<file path="config.mk">
export PLATFORM = sky130hd
export DESIGN_NAME = pimrc_cell
export DESIGN_NICKNAME = d
export VERILOG_FILES = /design/src/rtl/pimrc_pkg.sv /design/src/rtl/pimrc_cell.sv
export SDC_FILE = /design/constraint.sdc
export NUM_CORES = 1
export LEC_CHECK = 0
export ABC_CLOCK_PERIOD_IN_PS = 2900
export CAP_MARGIN = 20
export CORE_ASPECT_RATIO = 0.7
export CORE_MARGIN = 1
export CORE_UTILIZATION = 59
export CTS_BUF_LIST = sky130_fd_sc_hd__clkbuf_8
export DETAILED_ROUTE_END_ITERATION = 6
export DONT_BUFFER_PORTS = 1
export PLACE_DENSITY = 0.78
export SETUP_SLACK_MARGIN = 0.1
export SYNTH_ARGS = -nofsm -noshare
export SYNTH_HDL_FRONTEND = slang
export SYNTH_SLANG_ARGS = --single-unit
export TNS_END_PERCENT = 20
</file>
<file path="constraint.sdc">
create_clock -name clk -period 2.9 [get_ports clk]
set_clock_uncertainty 0.05 [all_clocks]
set_input_delay 0.435 -clock clk [delete_from_list [all_inputs] [get_ports clk]]
set_output_delay 0.435 -clock clk [all_outputs]
set_load 0.01 [all_outputs]
</file>
<file path="src/rtl/pimrc_pkg.sv">
// ----------------------------------------------------------------------------
// pimrc_pkg
// Shared widths, limits, types and controller states of the per-id message
// rate counter.
// ----------------------------------------------------------------------------
`default_nettype none

package pimrc_pkg;

	localparam int ID_W           = 32;
	localparam int TICK_W         = 6;
	localparam int COUNT_W        = 16;
	localparam int TOTAL_W        = 21;
	localparam int HELD_W         = 5;
	localparam int TABLE_SIZE_DEF = 32;

	localparam logic [COUNT_W-1:0] COUNT_MAX = 16'hFFFF;
	localparam logic [TOTAL_W-1:0] TOTAL_MAX = 21'h1FFFFF;

	localparam logic KIND_ENTRY = 1'b0;
	localparam logic KIND_CLOSE = 1'b1;

	// search token handed from cell to cell
	typedef struct packed {
		logic            vld;
		logic            hit;
		logic            app;
		logic [ID_W-1:0] id;
	} tok_t;

	typedef enum logic [2:0] {
		ST_IDLE,
		ST_SUM,
		ST_CLOSE,
		ST_INJECT,
		ST_WAIT
	} state_t;

endpackage

`default_nettype wire

</file>
<file path="src/rtl/pimrc_cell.sv">
// ----------------------------------------------------------------------------
// pimrc_cell
// One table slot: a held id and its count. Passes the search token on each
// cycle, matching or appending on the way, and shifts its contents to the
// left neighbour during a summary rotation.
// ----------------------------------------------------------------------------
`default_nettype none

module pimrc_cell #(
	parameter int CW = 5
) (
	input  wire                               clk,
	input  wire                               arst_n,
	input  wire                               rot,
	input  pimrc_pkg::tok_t                   tok_in,
	input  wire [CW-1:0]                      rem_in,
	output pimrc_pkg::tok_t                   tok_out,
	output logic [CW-1:0]                     rem_out,
	input  wire [pimrc_pkg::ID_W-1:0]         nb_id,
	input  wire [pimrc_pkg::COUNT_W-1:0]      nb_count,
	output logic [pimrc_pkg::ID_W-1:0]        id_out,
	output logic [pimrc_pkg::COUNT_W-1:0]     count_out
);

	pimrc_pkg::tok_t                  tok_q;
	pimrc_pkg::tok_t                  tok_nx;
	logic [CW-1:0]                    rem_q;
	logic [CW-1:0]                    rem_nx;
	logic [pimrc_pkg::ID_W-1:0]       id_q;
	logic [pimrc_pkg::COUNT_W-1:0]    count_q;
	logic                             ld;
	logic                             inc;

	always_comb begin
		tok_nx = tok_in;
		rem_nx = rem_in;
		ld     = 1'b0;
		inc    = 1'b0;
		if (tok_in.vld && !tok_in.hit) begin
			if (rem_in == '0) begin
				// first free slot: append
				ld         = 1'b1;
				tok_nx.hit = 1'b1;
				tok_nx.app = 1'b1;
			end else begin
				rem_nx = rem_in - CW'(1);
				if (id_q == tok_in.id) begin
					inc        = 1'b1;
					tok_nx.hit = 1'b1;
				end
			end
		end
	end

	always_ff @(posedge clk or negedge arst_n) begin
		if (!arst_n) begin
			tok_q <= '0;
		end else begin
			tok_q <= tok_nx;
		end
	end

	always_ff @(posedge clk) begin
		rem_q     <= rem_nx;
		if (rot) begin
			id_q    <= nb_id;
			count_q <= nb_count;
		end else if (ld) begin
			id_q    <= tok_in.id;
			count_q <= pimrc_pkg::COUNT_W'(1);
		end else if (inc && count_q != pimrc_pkg::COUNT_MAX) begin
			count_q <= count_q + pimrc_pkg::COUNT_W'(1);
		end
	end

	assign tok_out   = tok_q;
	assign rem_out   = rem_q;
	assign id_out    = id_q;
	assign count_out = count_q;

endmodule

`default_nettype wire

</file>
==> out/results.ini <==
[placed_design]
io_buffers = 0
place_congestion = 0.783
placed_cell_area_um2 = 3830
dp_hpwl_um = 5710

[synthesis]
yosysTopAreaCellShare = 0.386
avgSynthCellArea_um2 = 14.0
syn-cell-area_um2 = 3730
yosysSeqAreaShare = 0.648
synth_cell_types = 32
synth_top_cell_by_area = edfxtp_1
ys_ff_latch = 88
syn-num-nets = 360
synthCells = 267
synth_area_leaders = edfxtp_1 39%, dfrtp_1 23%, mux2_2 9.7%, xnor2_1 9.4%, dfxtp_1 2.7%
yosys_warnings = 0

[run]
maxCapViolations = 0

[drt]
drt_iter0_markers = 110
drc_errors = 0
vias = 2156
ant_nets = 0
routed_wirelength_um = 7840
viasPerCell = 6.04
firstDrtPassIters = 5
wl_per_cell_um = 21.9

[global_routing]
grt_max_degree = 50
antenna_found_initial = 0
grt_pass1_wl_um = 11700
grt_pass1_vias = 2236
grt_util_all_layers = 0.238
gr-total-overflow = 0

[cells_and_area]
regArea_um2 = 2420
n_antenna_cell = 0
fillers = 417
final_core_util = 0.688
drive_gt1_frac = 0.202
nets = 370
stdcell_area_um2 = 4060
multi_input_area_um2 = 1280
area_growth_pct = 8.72

[cts]
path_clk_slew_ps = 80
cts_tree = yes
cts_resized = 0
numCtsBuffers = 9
clock_sinks = 88
cts-htree-levels = 3
root_buffer = clkbuf_8
cts.path.max_buffers = 2
clk_latency_ps = 340

[die]
row_count = 23
coreArea_um2 = 5900
fp.dieArea_um2 = 6650
die_w_um = 97.0
boundaryPins = 179
die_h_um = 68.5
initial_utilization = 0.632

[timing]
fin_crit_ps = 2270
holdWs_ps = 61.9
slew_headroom = 0.646
finalCritPeriodShare = 0.783
maxSlewViolCount = 0
fin_tns_setup_ps = 0
finalHoldViolCount = 0
max_freq_mhz = 440
tightest_slew_ps = 530
finalSetupViolations = 0
rsz0062_at_grt = no

[worst_hold_path]
worstHoldPathType = input pin to flop
min_from = tok_in[12]

[setup_path]
path_cells = xnor2_1 -> nand4_1 -> nor4_1 -> nand2_1 -> o31ai_2 -> buf_4
cp.arrival_ps = 2250
worst_path_max_delay_cell = edfxtp_1
path_class = flop to flop
reg2reg_from = id_out[2]$_DFFE_PP_
slowest_delay_ps = 460
cp.required_ps = 2880
worst_setup_path_end_kind = flop
critPathLaunchType = flop
crit_start = id_out[2]$_DFFE_PP_
cpLargestDelayFamily = simple AND/OR/NAND/NOR gates
path_buf_inv = 1
cp_max_fo = 16

[pwr]
p_leak_uw = 0.00145
p_per_area_nw_per_um2 = 634
vdd_ir_drop_max_v = 0.000412

[run_status]
run_status = finished clean

[routing by layer]
metal / part of all wire / GRT usage / wire length (um) / vias to the layer above
met1: 0.40 / 0.291 / 3140 / 1045
met4: 0.013 / 0.0877 / 105 / 0
met3: 0.10 / 0.108 / 810 / 11
met5: 0 / 0 / 0 / -
li1: - / - / - / 977
met2: 0.48 / 0.382 / 3780 / 123
[what timing repair did]
item / in CTS / in global routing
endpoints found under the hold margin: 35 / 0
hold buffers: 2 / 0
setup buffers: 0 / 0
[kinds of logic (layout without fill, tap and decap cells)]
family | after synthesis | count (layout) | share of synthesized area
adder cells (fa/ha/maj) | 2 | 2 | 0.00671
AO/OA/AOI/OAI | 23 | 23 | 0.0359
buffers and inverters | 10 | 25 | 0.0104
AND/OR/NAND/NOR | 65 | 65 | 0.0922
XOR/XNOR | 47 | 47 | 0.110
multiplexers | 32 | 32 | 0.0966
flip-flops | 88 | 88 | 0.648
[metrics by stage]
stage                     cells  setup slack (ps)  power (uW)
final                       357               630        2570
after floorplan             267               550        1720
after CTS                   357               592        2610
after global routing        357               432        2670
after global placement      339               631        1760
after detailed placement    339               615        1770
[registers in the layout (all words and copies together), names as in the netlist]
name / flops
count_out: 16
id_out: 32
rem_out: 5
tok_out: 35
[cells in the final DEF, fill, tap and decap left out]
cell type and count:
a21oi_1 3, dfrtp_1 35, clkbuf_8 10, xor2_1 7, o31ai_2 1, nor4b_2 1
o21ai_0 14, mux2_2 32, inv_1 5, nand2_1 24, nor4_1 3, a22o_1 1
dfxtp_1 5, o21ai_2 1, bufinv_16 1, ha_1 2, nor2_1 6, nand4_2 1
dlygate4sd3_1 1, or4_4 1, clkinvlp_4 3, edfxtp_1 48, nor3_1 4, nand2b_1 2
nand3_1 8, o31a_1 1, nor2b_1 2, nor3_2 1, nand4_1 9, clkinv_1 1
a21o_1 2, and3_1 2, buf_4 3, xnor2_1 40, nand3_2 1, buf_12 1
[cells in the mapped netlist]
cell type and count:
xnor2_1 40, nor4_1 3, nand2_1 24, nand3_2 1
a21o_1 2, or4_4 1, mux2_2 32, edfxtp_1 48
nand4_1 9, o21ai_2 1, inv_1 4, nor3_2 1
nor2b_1 2, and3_1 2, nor4b_2 1, xor2_1 7
nor2_1 6, nor3_1 4, buf_2 1, o21ai_0 14
clkbuf_1 2, dfrtp_1 35, o31ai_1 1, nand4_2 1
nand2b_1 2, a21oi_1 3, o31a_1 1, buf_1 3
ha_1 2, a22o_1 1, dfxtp_1 5, nand3_1 8
[power breakdown]
group / switching, uW / internal, uW / total (uW)
combinational: 87.6 / 110 / 198
clock: 404 / 415 / 819
sequential: 125 / 1430 / 1560
total: 617 / 1960 / 2570
[cell type report]
| type | count | share of cell area |
|---|---|---|
| Clock buffer | 10 | 0.0339 |
| Clock inverter | 6 | 0.0148 |
| Inverter | 4 | 0.00370 |
| Multi-Input combinational cell | 169 | 0.316 |
| Sequential cell | 88 | 0.596 |
| Tap cell | 75 | 0.0231 |
| Timing Repair Buffer | 5 | 0.0130 |
[final timing paths]
check | cells after the start | endpoint | slack, ps
worst min-delay path | 0 | tok_out[12]$_DFF_PN0_ | 60
worst min register to register | 1 | count_out[0]$_DFFE_PP_ | 680
worst max register to register | 6 | count_out[8]$_DFFE_PP_ | 630
worst max-delay path | 6 | count_out[8]$_DFFE_PP_ | 630
max in group asynchronous | 2 | tok_out[27]$_DFF_PN0_ | 2100
min in group asynchronous | 2 | tok_out[33]$_DFF_PN0_ | 520
Note: power is estimated with default switching activity, not from simulation.
